==> config.mk <==
export PLATFORM = sky130hd
export DESIGN_NAME = fcc_front
export DESIGN_NICKNAME = d
export VERILOG_FILES = /design/src/design/fcc_pkg.sv /design/src/design/fcc_front.sv
export SDC_FILE = /design/constraint.sdc
export NUM_CORES = 1
export LEC_CHECK = 0
export BUFFER_PORTS_ARGS = -buffer_cell sky130_fd_sc_hd__buf_2
export CAP_MARGIN = 20
export CORE_MARGIN = 2
export CORE_UTILIZATION = 50
export CTS_CLUSTER_DIAMETER = 50
export DETAILED_ROUTE_END_ITERATION = 16
export HOLD_SLACK_MARGIN = 0.12
export PLACE_DENSITY = 0.75
export SETUP_SLACK_MARGIN = 0.3
export SLEW_MARGIN = 20
export SYNTH_ARGS = -nofsm -noshare
export SYNTH_HDL_FRONTEND = slang
export SYNTH_SLANG_ARGS = --single-unit
==> constraint.sdc <==
create_clock -name i_clk -period 8.7 [get_ports i_clk]
set_input_delay 0.435 -clock i_clk [delete_from_list [all_inputs] [get_ports i_clk]]
set_output_delay 0.435 -clock i_clk [all_outputs]
set_load 0.1 [all_outputs]
==> src/design/fcc_pkg.sv <==
package fcc_pkg;

    localparam int TEX_WIDTH      = 64;
    localparam int TEX_HEIGHT     = 64;
    localparam int MAX_SCREEN_DIM = 2048;

    localparam int TXW        = $clog2(TEX_WIDTH);
    localparam int TYW        = $clog2(TEX_HEIGHT);
    localparam int WW         = $clog2(MAX_SCREEN_DIM + 1);
    localparam int SLOT_BITS  = 12;
    localparam int STORE_BITS = SLOT_BITS + 1;
    localparam int XW         = 11;
    localparam int NW         = 30;
    localparam int NUMW       = 43;
    localparam int MAGW       = 42;
    localparam int DENW       = WW + XW;

    localparam logic [23:0] DARK_MASK = 24'h7F7F7F;

    typedef enum logic [2:0] {
        REG_POS_X   = 3'd0,
        REG_POS_Y   = 3'd1,
        REG_DIR_X   = 3'd2,
        REG_DIR_Y   = 3'd3,
        REG_PLANE_X = 3'd4,
        REG_PLANE_Y = 3'd5,
        REG_WIDTH   = 3'd6,
        REG_HORIZON = 3'd7
    } t_reg_idx;

    typedef struct packed {
        logic signed [31:0] pos_x;
        logic signed [31:0] pos_y;
        logic signed [15:0] dir_x;
        logic signed [15:0] dir_y;
        logic signed [15:0] plane_x;
        logic signed [15:0] plane_y;
        logic [WW-1:0]      width;
        logic [10:0]        horizon;
    } t_cfg;

    typedef struct packed {
        logic          pix;
        logic          horiz;
        logic          which;
        logic [11:0]   idx;
        logic [23:0]   color;
        logic [XW-1:0] x;
        logic [XW-1:0] y;
        logic [XW-1:0] d;
    } t_item;

    typedef struct packed {
        logic          valid;
        logic          pix;
        logic          horiz;
        logic          which;
        logic [11:0]   idx;
        logic [23:0]   color;
        logic [XW-1:0] x;
        logic [XW-1:0] y;
        logic          sx;
        logic          sy;
    } t_tok;

endpackage

==> src/design/fcc_front.sv <==
module fcc_front (
    input  logic                  i_clk,
    input  logic                  i_rst_n,
    input  logic                  i_valid,
    output logic                  o_ready,
    input  logic                  i_mode,
    input  logic                  i_which_texture,
    input  logic [11:0]           i_texel_index,
    input  logic [23:0]           i_texel_color,
    input  logic [10:0]           i_pixel_x,
    input  logic [10:0]           i_pixel_y,
    input  logic [10:0]           i_horizon,
    output fcc_pkg::t_item        o_item,
    output logic                  o_item_valid,
    input  logic                  i_pop
);

    fcc_pkg::t_item r_buf [2];
    logic           r_wp, r_rp;
    logic [1:0]     r_count;
    fcc_pkg::t_item cls;
    logic           push;

    assign o_ready      = (r_count != 2'd2);
    assign push         = i_valid && o_ready;
    assign o_item       = r_buf[r_rp];
    assign o_item_valid = (r_count != 2'd0);

    always_comb begin
        cls.pix   = i_mode;
        cls.horiz = (i_pixel_y == i_horizon);
        cls.idx   = i_texel_index;
        cls.color = i_texel_color;
        cls.x     = i_pixel_x;
        cls.y     = i_pixel_y;
        if (i_mode) begin
            cls.which = (i_pixel_y < i_horizon);
        end else begin
            cls.which = i_which_texture;
        end
        if (i_pixel_y < i_horizon) begin
            cls.d = i_horizon - i_pixel_y;
        end else begin
            cls.d = i_pixel_y - i_horizon;
        end
    end

    always_ff @(posedge i_clk) begin
        if (push) begin
            r_buf[r_wp] <= cls;
        end
    end

    always_ff @(posedge i_clk) begin
        if (!i_rst_n) begin
            r_wp    <= 1'b0;
            r_rp    <= 1'b0;
            r_count <= 2'd0;
        end else begin
            if (push) begin
                r_wp <= ~r_wp;
            end
            if (i_pop) begin
                r_rp <= ~r_rp;
            end
            r_count <= r_count + 2'(push) - 2'(i_pop);
        end
    end

`ifndef SYNTHESIS
    a_count_max: assert property (@(posedge i_clk) disable iff (!i_rst_n)
        r_count != 2'd3) else $error("queue overflow");
    a_pop_nonempty: assert property (@(posedge i_clk) disable iff (!i_rst_n)
        i_pop |-> r_count != 2'd0) else $error("pop from empty queue");
    a_ptr_gap: assert property (@(posedge i_clk) disable iff (!i_rst_n)
        (r_count == 2'd0 || r_count == 2'd2) |-> r_wp == r_rp)
        else $error("queue pointers out of step");
`endif

endmodule

==> results, run 1 <==
- The run finished with clean final reports.
- The global-route total usage across every layer is 0.1698.
- Measured along the y axis, the die boundary spans 116.9 um.
- After legalization and detailed placement, the total HPWL measured 7.569 mm.
- The layout has 959 filler cells.
- In this run the clock root is driven by a clkbuf_16.
- In the final layout, the share of cells above drive strength 1 is 0.4645.
- STA classifies the critical path startpoint as a flop.
- The count of final max-slew check failures was 0.
- The CTS buffer count is 17.
- Routability-driven placement finished with a final weighted congestion of 0.8381.
- The flip-flop and latch count after synthesis is 149.
- The clock reaches the later pin of the worst-skew pair after 0.41 ns.
- In this run the count of I/O pins placed on the die edge is 149.
- In the routed layout, each cell is associated on average with a via count of 5.060.
- The net count of the finished layout is 637.
- The H-tree generated during clock tree synthesis spans 4 levels.
- The tool flagged a number of max-cap violations equal to 0.
- From synthesis to final layout, the design area changed by 23.84%.
- In this run the core area contains 41 standard-cell rows.
- The most instantiated flip-flop cell in the synthesis netlist is edfxtp_1.
- The number of vias after detailed routing is 3648.
- Setup repair after global routing left no endpoint under its margin.
- The tightest min-delay check is of the primary input to flop type.
- The post-route cell area is 0.007891 mm^2.
- Setup total negative slack on the finished layout was measured at 0 ns.
- The number of sinks handled by clock tree synthesis is 149.
- Between clock sinks in the finished design, the worst skew comes to 0.008195 ns.
- The average footprint of a synthesized cell is 16.64 um^2.
- The number of antenna diodes in the final layout is 0.
- The biggest fanout along the worst timing path is 72.
- The TritonCTS clock tree is built.
- The count of buffers inserted at the top-level ports is 148.
- The post-CTS setup buffer count is 0.
- The remaining design rule violation count is 0.
- For the pin with the worst max-slew slack, the measured transition is 1.021 ns.
- For this design the ratio of total power to cell area is 317.3 mW/mm^2.
- The critical path arrival is 2.20 ns.
- Once layout is complete, the utilization of the core stands at 0.6304.
- The total wirelength of the detailed-routed design is 11.68 mm.
- The most common library cell in the layout ignoring fill and taps is buf_2.
- The count of unique library cells instantiated by Yosys is 34.
- Hold repair after CTS inserted 0 buffers.
- For this configuration, the core starts out at a cell density of 0.5091.
- The type of the worst setup path is flop to primary output.
- The required time of the critical path is 8.27 ns.
- The width of the die is 116.9 um.
- Clock-pin slew was measured on the worst setup and hold paths at 0.06 ns.
- In the finished design, the share of the clock period the worst path needs comes to 0.3024.
- Timing analysis after detailed placement gives a worst setup slack of 6.037 ns.
- For this run, asynchronously set or reset flops after synthesis account for 0.
- The number of synthesized flops with an enable pin is 144.
- The final hold violation count is 0.
- Entering global routing, the biggest net connects 73 pins.
- The number of global-route vias before repair is 3573.
- The worst setup path is captured at a primary output.
- The wire length per cell is 16.20 um.
- The library cells used most frequently in the layout, excluding fill and tap cells, are buf_2, edfxtp_1, mux2_2, inv_1, ha_1.
- The final worst setup slack is 6.069 ns.
- The maximum operating frequency is 380.1 MHz.
- The number of instances in the synthesized netlist is 383.
- The Yosys step of the flow raised 0 warnings.
- The clock passes through at most 2 buffers.
- The remaining global-route overflow is 0.
- For this run, the register share of the synthesized area comes to 0.6943.
- The routed design could run at a clock period as short as 2.631 ns.
- The floorplan step defined a die boundary enclosing 0.01366 mm^2.
- The cell area that synthesis handed to floorplanning was 0.006372 mm^2.
- The area of placed instances is 0.007282 mm^2.
- The first detailed-routing pass ran for 4 iterations.
- The initial antenna violation count is 0.
- The count of instances resized after the clock tree is built is 0.
- The total setup violations reported at the end of the flow is 0.
- Once detail routing completed, the nets flagged for antenna violations numbered 0.
- The number of violations reported at the end of detailed-routing iteration 0 is 213.
- The first global-routing pass estimated 17.28 mm of wire.
- The total core area is 0.01252 mm^2.
- The headroom to the max-slew limit is 0.3196.
- In this run the static leakage power is 3.159 nW.
- The worst voltage drop across the vdd grid is 116.1 uV.
- Synthesis produced a netlist with a net count of 483.
[critical path: stages (launching register included)]
cell     delay (ns)
dfxtp_4        0.98
mux2_2         0.33
buf_2          0.43
[state kept, by name, summed over array words and instances (netlist names), named ones only]
name / cells
r_wp: 1
r_buf: 144
r_rp: 1
r_count: 2
[area by class of cell]
class                           count  area, um^2  area share
Timing Repair Buffer              149       748.2     0.09482
Clock buffer                       18       429.2     0.05438
Clock inverter                     13       180.2     0.02283
Inverter                           28       105.1     0.01332
Sequential cell                   149        4428      0.5611
Tap cell                          172       215.2     0.02727
Multi-Input combinational cell    192        1785      0.2263
[path summary, 6_finish.rpt]
kind,startpoint,endpoint,slack (ns),cells after the start
setup / recovery,flop,o_item[4],6.07,2
setup reg to reg,r_count[0]$_SDFF_PN0_,r_buf[0][31]$_DFFE_PP_,6.28,4
hold reg to reg,r_rp$_SDFFE_PN0P_,flop,0.60,2
hold / removal,i_pixel_x[6],r_buf[0][28]$_DFFE_PP_,0.21,1
[cell families after synthesis]
group                      share of synthesized area
DFF                                           0.6943
adders and majority gates                    0.05144
buffers and inverters                        0.02749
and+or+nand+nor                              0.02553
xor gates and xnor gates                     0.01512
muxes                                         0.1414
AOI/OAI and AO/OA                            0.04477
[report_power, final]
part           internal [mW]  total [mW]  switching [mW]  leakage, nW
sequential             0.912       0.947          0.0344         1.38
clock                  0.477       0.750           0.273        0.292
combinational          0.153       0.807           0.654         1.48
[metrics by stage]
stage | instances | total power, mW | hold WS, ns
floorplan | 383 | 1.652 | 0.5339
global placement | 690 | 1.759 | 0.5584
detailed placement | 690 | 1.771 | 0.5854
CTS | 721 | 2.522 | 0.1930
global route | 721 | 2.592 | 0.1847
finish | 721 | 2.504 | 0.2066
[per-layer routing]
| layer | part of all wire | GRT usage | routed length [um] |
|---|---|---|---|
| met1 | 0.42 | 0.2026 | 4862 |
| met2 | 0.49 | 0.2859 | 5724 |
| met3 | 0.076 | 0.05716 | 889 |
| met4 | 0.018 | 0.06667 | 206 |
| met5 | 0 | 0 | 0 |
[synthesized netlist by cell type (all sizes together) (4+ instances only)]
library cell	instances	share of area
a21o	8	0.0094
a21oi	11	0.0086
a31oi	6	0.0059
and2	6	0.0059
buf	4	0.0051
clkbuf	10	0.0059
dfxtp	5	0.016
edfxtp	144	0.68
ha	23	0.045
inv	28	0.016
mux2	72	0.13
mux2i	9	0.014
nand2	6	0.0035
nor2	6	0.0035
o21a	5	0.0059
o21ai	8	0.0063
xnor2	6	0.0082
xor2	5	0.0069
(Power assumes the default switching activity.)
==> run 2: changes to the inputs <==
CORE_UTILIZATION = 48   (was 50)
clock period = 2.35 ns   (was 8.7 ns; I/O delays follow)
==> run 2 against run 1 <==
  * Global-route usage increased by 1.9 points
  * Setup slack got worse by 5.6 ns
  * Via count is 9.7% higher
  * Non-clock buffer count rose by 71
  * Clock power grew to 3.6 times the previous value
  * First-iteration DRC count grew 47%
  * Sequential cell count stayed put
  * Cell count up 11%
  * Sequential share of layout area fell by 4.7 points
  * Critical path depth rose by 1
  * Count of clock-buffer cells in the layout is 1 lower
  * Combinational power rose to 4.0 times the previous value
  * Critical endpoint is now o_item[6]
  * Largest cell class unchanged
  * Largest power group unchanged
  * Highest routed layer unchanged
==> results, run 2 (synthesized netlist as in run 1, its figures left out) <==
- Setup repair after global routing left no endpoint under its margin.
- The total core area was 0.01309 mm^2 (+4.5%).
- The register containing the most flip-flops in the final layout is r_buf.
- CTS placed an instance of clkbuf_16 at the clock tree root.
- The endpoint of the most critical register-to-register path is r_buf[1][44]$_DFFE_PP_.
- The type of the worst setup path is flop to primary output.
- The worst min-delay path endpoint is r_wp$_SDFFE_PN0P_.
- The library cell used most frequently in the layout, excluding fill and tap cells, is buf_2.
- STA classifies the critical path startpoint as a flop.
- The total setup violations reported at the end of the flow is 0 (unchanged).
- The maximum buffer depth of the clock tree is 2 (unchanged).
- The number of sinks handled by clock tree synthesis is 149 (unchanged).
- The weighted congestion at the end of routability-driven global placement is 0.8423 (+0.50%).
- The width of the die came to 119.2 um (+2.0%).
- The headroom to the max-slew limit came to 0.6059 (+0.2862).
- The path class of the tightest hold or removal check is primary input to flop.
- The clock period minus final worst setup slack is 1.915 ns.
- The required time of the critical path is 2.23 ns (-6.04 ns).
- The portion of the clock cycle consumed by the worst path in the final layout is 0.8149.
- The number of iterations in the first detailed-routing pass was 4 (unchanged).
- The final worst setup slack came to 0.4351 ns (-5.634 ns).
- The net count reported at finish is 708 (+11%).
- The via count normalized by instance count is 5.020 (-0.78%).
- The H-tree depth is 4 (unchanged).
- The count of final max-slew check failures is 0 (unchanged).
- The remaining global-route overflow is 0 (unchanged).
- The register clock-pin slew on the reported worst setup and hold paths is 0.06 ns (about the same).
- The antenna cell count was 0 (unchanged).
- The startpoint of the lowest-slack register-to-register path is r_count[0]$_SDFF_PN0_.
- The pre-CTS setup slack is -0.05041 ns (-6.087 ns).
- The post-route cell area is 0.008620 mm^2 (+9.2%).
- The worst hold path cell count came to 4 (+3).
- The later-pin clock latency in the skew report is 0.41 ns (about the same).
- The placement row count was 42 (+2.4%).
- The number of flip-flops under the largest register name came to 144 (unchanged).
- The number of violations reported at the end of detailed-routing iteration 0 came to 313 (+47%).
- The vertical die dimension is 119.2 um (+2.0%).
- The launch instance of the worst min-delay path is i_valid.
- The final hold violation count was 0 (unchanged).
- In the layout the commonest cells are buf_2, edfxtp_1, mux2_2, dlygate4sd3_1, inv_1.
- The count of buffers inserted at the top-level ports is 148 (unchanged).
- The initial cell density of the core came to 0.4870 (-0.02210).
- The I/O pin count is 149 (unchanged).
- The wire length per cell is 16.26 um (+0.38%).
- The remaining design rule violation count is 0 (unchanged).
- The global-route total usage across every layer came to 0.1883 (+0.01851).
- The pin slew with the least headroom to its limit is 0.5858 ns (-0.4348 ns).
- The worst voltage drop across the vdd grid was 443.1 uV (+280%).
- The initial antenna violation count came to 0 (unchanged).
- The CTS buffer count is 17 (unchanged).
- The depth of the most critical reg-to-reg path was 3 (-1).
- The final antenna-violating net count is 0 (unchanged).
- The max-cap check violation count is 0 (unchanged).
- The biggest fanout along the worst timing path is 36 (-50%).
- The utilization after layout is 0.6587 (+0.02828).
- The critical path arrival is 1.80 ns (-0.40 ns).
- The number of global-route vias before repair is 4250 (+19%).
- The total of fill cells in the finished design is 916 (-4.5%).
- The cell area power density is 1082 mW/mm^2 (+240%).
- The placed wire-length estimate after detailed placement is 8.166 mm (+7.9%).
- The number of vias after detailed routing was 4001 (+9.7%).
- The area growth from synthesis to layout is 35.26%.
- The maximum operating frequency is 522.2 MHz.
- The total wirelength of the detailed-routed design was 12.96 mm (+11%).
- TritonCTS built the clock tree.
- The share of layout cells above drive strength 1 is 0.4332 (-0.03131).
- The area of placed instances is 0.007396 mm^2 (+1.6%).
- The category of the worst setup path capture point is a primary output.
- The largest net degree at the start of global routing came to 56 (-23%).
- The setup slack of the worst register-to-register path is 0.75 ns (-5.53 ns).
- The static leakage came to 3.474 nW (+10%).
- The first-pass GRT wire length is 20.61 mm (+19%).
- The full die area was 0.01421 mm^2 (+4.0%).
- The run finished with clean final reports.
- In the final layout, the registers with the most flip-flops are r_buf (144), r_count (2).
- The worst clock skew on the final layout was 0.008534 ns (+0.0003391 ns).
## run 2: worst max-delay path, stage by stage, from the launching register on
cell and delay, ns:
dfxtp_4 0.35, buf_6 0.31, mux2_2 0.40, buf_2 0.30
## run 2: stage by stage
stage | setup TNS, ns | cells | hold slack, ns | power, mW
after CTS | 0 | 797 | 0.1326 | 9.393
final | 0 | 797 | 0.1511 | 9.327
after floorplan | 0 | 383 | 0.2164 | 6.113
after global placement | 0 | 703 | 0.3048 | 6.574
after detailed placement | -0.5376 | 703 | 0.3095 | 6.630
after global routing | 0 | 797 | 0.1581 | 9.655
## run 2: worst max-delay path by stage
stage | from | to | slack, ns
2_1_floorplan | r_count[0]$_SDFF_PN0_ | r_buf[0][0]$_DFFE_PP_ | 0.1
3_3_place_gp | i_pixel_y[4] | r_buf[0][10]$_DFFE_PP_ | 0.10
3_5_place_dp | i_pixel_y[8] | r_buf[0][3]$_DFFE_PP_ | -0.05
4_1_cts | flop | o_item[28] | 0.33
5_1_grt | flop | o_item[6] | 0.35
6_report | flop | o_item[6] | 0.44
## run 2: what timing repair did
action                                 4_1_cts  5_1_grt
endpoints found under the hold margin      125        0
buffers inserted                             0        0
setup endpoints to repair                    3       47
resized for setup                            1        2
hold buffers                                62        0
## run 2: per-layer routing
layer	up-vias	track usage	wire length, um
li1	1900	-	-
met3	19	0.05651	748
met1	1931	0.2155	5218
met5	-	0	0
met4	0	0.06994	205
met2	151	0.3326	6791
## run 2: area by class of cell
type | instances | area, um^2 | area share
flip-flops and latches | 149 | 4429 | 0.5139
multi-input cells | 192 | 1802 | 0.2090
repair buffers | 220 | 1469 | 0.1704
clock buffers | 17 | 425.4 | 0.04935
well taps | 176 | 220.2 | 0.02555
clock inverters | 15 | 168.9 | 0.01960
inverters | 28 | 105.1 | 0.01219
## run 2: report_power, final
group | internal, mW | leakage [nW] | switching, mW | total [mW]
logic | 0.687 | 1.80 | 2.51 | 3.19
registers | 3.37 | 1.39 | 0.0911 | 3.46
clock network | 1.59 | 0.290 | 1.08 | 2.67
total | 5.65 | 3.47 | 3.68 | 9.33
==> run 3: changes to the inputs <==
clock period = 1.75 ns   (was 2.35 ns; I/O delays follow)
==> run 3 against run 2 <==
  * The run now ends with negative setup slack left
  * Design area rose by 29%
  * Sequential power rose by 36%
  * Critical path depth rose by 1
  * Setup slack got worse by 0.45 ns
  * Highest routed layer unchanged
  * Register-to-register slack got worse by 0.49 ns
  * Cell count rose by 7.5%
  * Clock power rose by 36%
==> results, run 3 (synthesized netlist as in run 1, its figures left out) <==
- The width of the die is 119.2 um (unchanged).
- The H-tree depth is 4 (unchanged).
- The hold slack is 0.1449 ns (-0.006174 ns).
- The flow ran to the end, but the final reports show violations.
- The number of iterations in the first detailed-routing pass is 4 (unchanged).
- The depth of the most critical reg-to-reg path is 8 (+5).
- The area growth from synthesis to layout is 73.94%.
- Timing would allow up to 566.8 MHz.
- The headroom to the max-slew limit is 0.6751 (+0.06923).
- The worst register-to-register path begins at r_count[0]$_SDFF_PN0_.
- The worst clock skew on the final layout was 0.01182 ns (+0.003291 ns).
- The cell area power density is 1338 mW/mm^2 (+24%).
- The register containing the most flip-flops in the final layout is r_buf.
- The critical path arrival came to 1.68 ns (-0.12 ns).
- The count of buffers inserted at the top-level ports is 148 (unchanged).
- The placement row count is 42 (unchanged).
- The total core area came to 0.01309 mm^2 (unchanged).
- The worst setup path is captured at a primary output.
- The area of the multi-input gates is 0.002464 mm^2 (+37%).
- The sequential cell area in the final layout is 0.004431 mm^2 (about the same).
- The number of sinks handled by clock tree synthesis was 149 (unchanged).
- The first-pass GRT wire length is 24.99 mm (+21%).
- The largest registers in the layout are r_buf (144), r_count (2).
- The worst voltage drop across the vdd grid was 658.8 uV (+49%).
- The initial cell density of the core was 0.4870 (unchanged).
- The launch instance of the worst min-delay path is i_horizon[0].
- The summed negative setup slack over all endpoints is -0.06632 ns (-0.06632 ns).
- The final worst setup slack is -0.01416 ns (-0.4492 ns).
- The number of vias after detailed routing is 4480 (+12%).
- The placed wire-length estimate after detailed placement is 9.727 mm (+19%).
- The total wirelength of the detailed-routed design is 19.00 mm (+47%).
- The clock period minus final worst setup slack is 1.764 ns.
- The net count reported at finish was 770 (+8.8%).
- The static leakage is 4.536 nW (+31%).
- The worst min-delay path endpoint is r_buf[0][0]$_DFFE_PP_.
- The type of the worst setup path is flop to primary output.
- TritonCTS built the clock tree.
- The pin slew with the least headroom to its limit is 0.4907 ns (-0.09508 ns).
- The global-route total usage across every layer is 0.2374 (+0.04907).
- The path category of the worst min-delay check is primary input to flop.
- The wire length per cell is 22.17 um (+36%).
- The weighted congestion at the end of routability-driven global placement is 0.8555 (+1.6%).
- The number of violations reported at the end of detailed-routing iteration 0 was 256 (-18%).
- The final cell count without fillers was 857 (+7.5%).
- The type of element launching the critical path is a flop.
- The total placed cells including tap cells is 739 (+5.1%).
- The I/O pin count is 149 (unchanged).
- The later-pin clock latency in the skew report came to 0.42 ns (about the same).
- The tree is rooted in a clkbuf_16.
- The largest net degree at the start of global routing came to 40 (-29%).
- In this run the critical register-to-register path is captured at r_count[1]$_SDFF_PN0_.
- The final hold violation count is 0 (unchanged).
- The register clock-pin slew on the reported worst setup and hold paths was 0.06 ns (about the same).
- The final antenna-violating net count is 0 (unchanged).
- Dividing the final minimum period by the clock period gives 1.008.
- The required time of the critical path is 1.66 ns (-0.57 ns).
- The pre-CTS setup slack came to -0.3220 ns (-0.2716 ns).
- The remaining global-route overflow is 0 (unchanged).
- Setup repair after global routing could not meet its margin everywhere.
- The total setup violations reported at the end of the flow is 11 (+11).
- The setup slack of the worst register-to-register path was 0.26 ns (-0.49 ns).
- The initial antenna violation count is 0 (unchanged).
- The number of flip-flops under the largest register name was 144 (unchanged).
- The final reports fail on negative setup slack.
- The worst hold path cell count is 3 (-1).
- The number of global-route vias before repair is 4613 (+8.5%).
- The remaining design rule violation count came to 0 (unchanged).
- The total of fill cells in the finished design is 553 (-40%).
- The power after layout is 14.84 mW (+59%).
- The CTS buffer count is 17 (unchanged).
- The maximum buffer depth of the clock tree was 2 (unchanged).
- The full die area is 0.01421 mm^2 (unchanged).
- The via count normalized by instance count is 5.228 (+4.1%).
- The count of final max-slew check failures is 0 (unchanged).
- The antenna cell count is 0 (unchanged).
- The biggest fanout along the worst timing path is 8 (-78%).
- The most common library cell in the layout ignoring fill and taps is edfxtp_1.
- The share of layout cells above drive strength 1 is 0.5683 (+0.1351).
- The library cells used most frequently in the layout, excluding fill and tap cells, are edfxtp_1, buf_12, mux2_4, buf_2, dlygate4sd3_1.
- The max-cap check violation count came to 0 (unchanged).
- The vertical die dimension is 119.2 um (unchanged).
-- run 3: changes by cell type in the layout (fill, tap and decap cells not counted), moves of 7 or more --
cell     previous run  this run
buf_4               6        50
mux2_2             72         0
ha_1               23         7
inv_1              28        16
mux2_4              0        72
ha_4                0        12
buf_12              2        83
buf_2             148        71
a21oi_1            11         4
inv_2               0        10
-- run 3: how the worst max path moves through the flow --
stage / cells past startpoint / endpoint / slack, ns / start
3_3_place_gp: 9 / r_buf[0][3]$_DFFE_PP_ / -0.27 / i_pixel_y[1]
2_1_floorplan: 3 / r_buf[0][0]$_DFFE_PP_ / -0.50 / r_count[0]$_SDFF_PN0_
6_report: 4 / o_item[60] / -0.01 / flop
4_1_cts: 4 / o_item[50] / -0.03 / flop
3_5_place_dp: 8 / r_buf[1][8]$_DFFE_PP_ / -0.32 / i_pixel_y[7]
5_1_grt: 4 / o_item[60] / -0.06 / flop
-- run 3: critical path: stages, from the launching register on --
cell       delay, ns
dfxtp_4         0.45
buf_12          0.15
clkbuf_16       0.16
mux2_4          0.32
buf_12          0.17
-- run 3: metrics by stage --
stage / utilization / instance area [um^2]
2_1_floorplan: - / 6807
3_3_place_gp: 0.6881 / 9004
3_5_place_dp: 0.6881 / 9004
4_1_cts: 0.8143 / 10660
5_1_grt: 0.8471 / 11080
6_report: 0.8471 / 11080
-- run 3: area by class of cell --
class	instances	share of cell area
Timing Repair Buffer	281	0.2966
Inverter	28	0.01016
Clock inverter	11	0.01230
Tap cell	176	0.01987
Clock buffer	19	0.03906
Sequential cell	149	0.3997
Multi-Input combinational cell	193	0.2223
-- run 3: what timing repair did --
action                                  CTS  global route
gates cloned                              2             5
setup buffers                            11             7
endpoints found under the hold margin   125             0
endpoints found under the setup margin   96           166
pin swaps                                14            21
hold buffers                             63             0
gates resized for setup                  71            59
-- run 3: where the power goes --
group / internal, mW / total, mW / switching, mW / leakage, nW
logic: 2.59 / 6.48 / 3.89 / 2.88
registers: 4.53 / 4.72 / 0.185 / 1.39
clock network: 2.21 / 3.64 / 1.43 / 0.274
-- run 3: layer usage --
layer,GRT usage,vias to the layer above,wire length (um)
met1,0.2696,2242,6800
met2,0.4386,188,10750
met4,0.08631,0,410
met5,0,-,0
li1,-,2019,-
met3,0.04981,31,1040
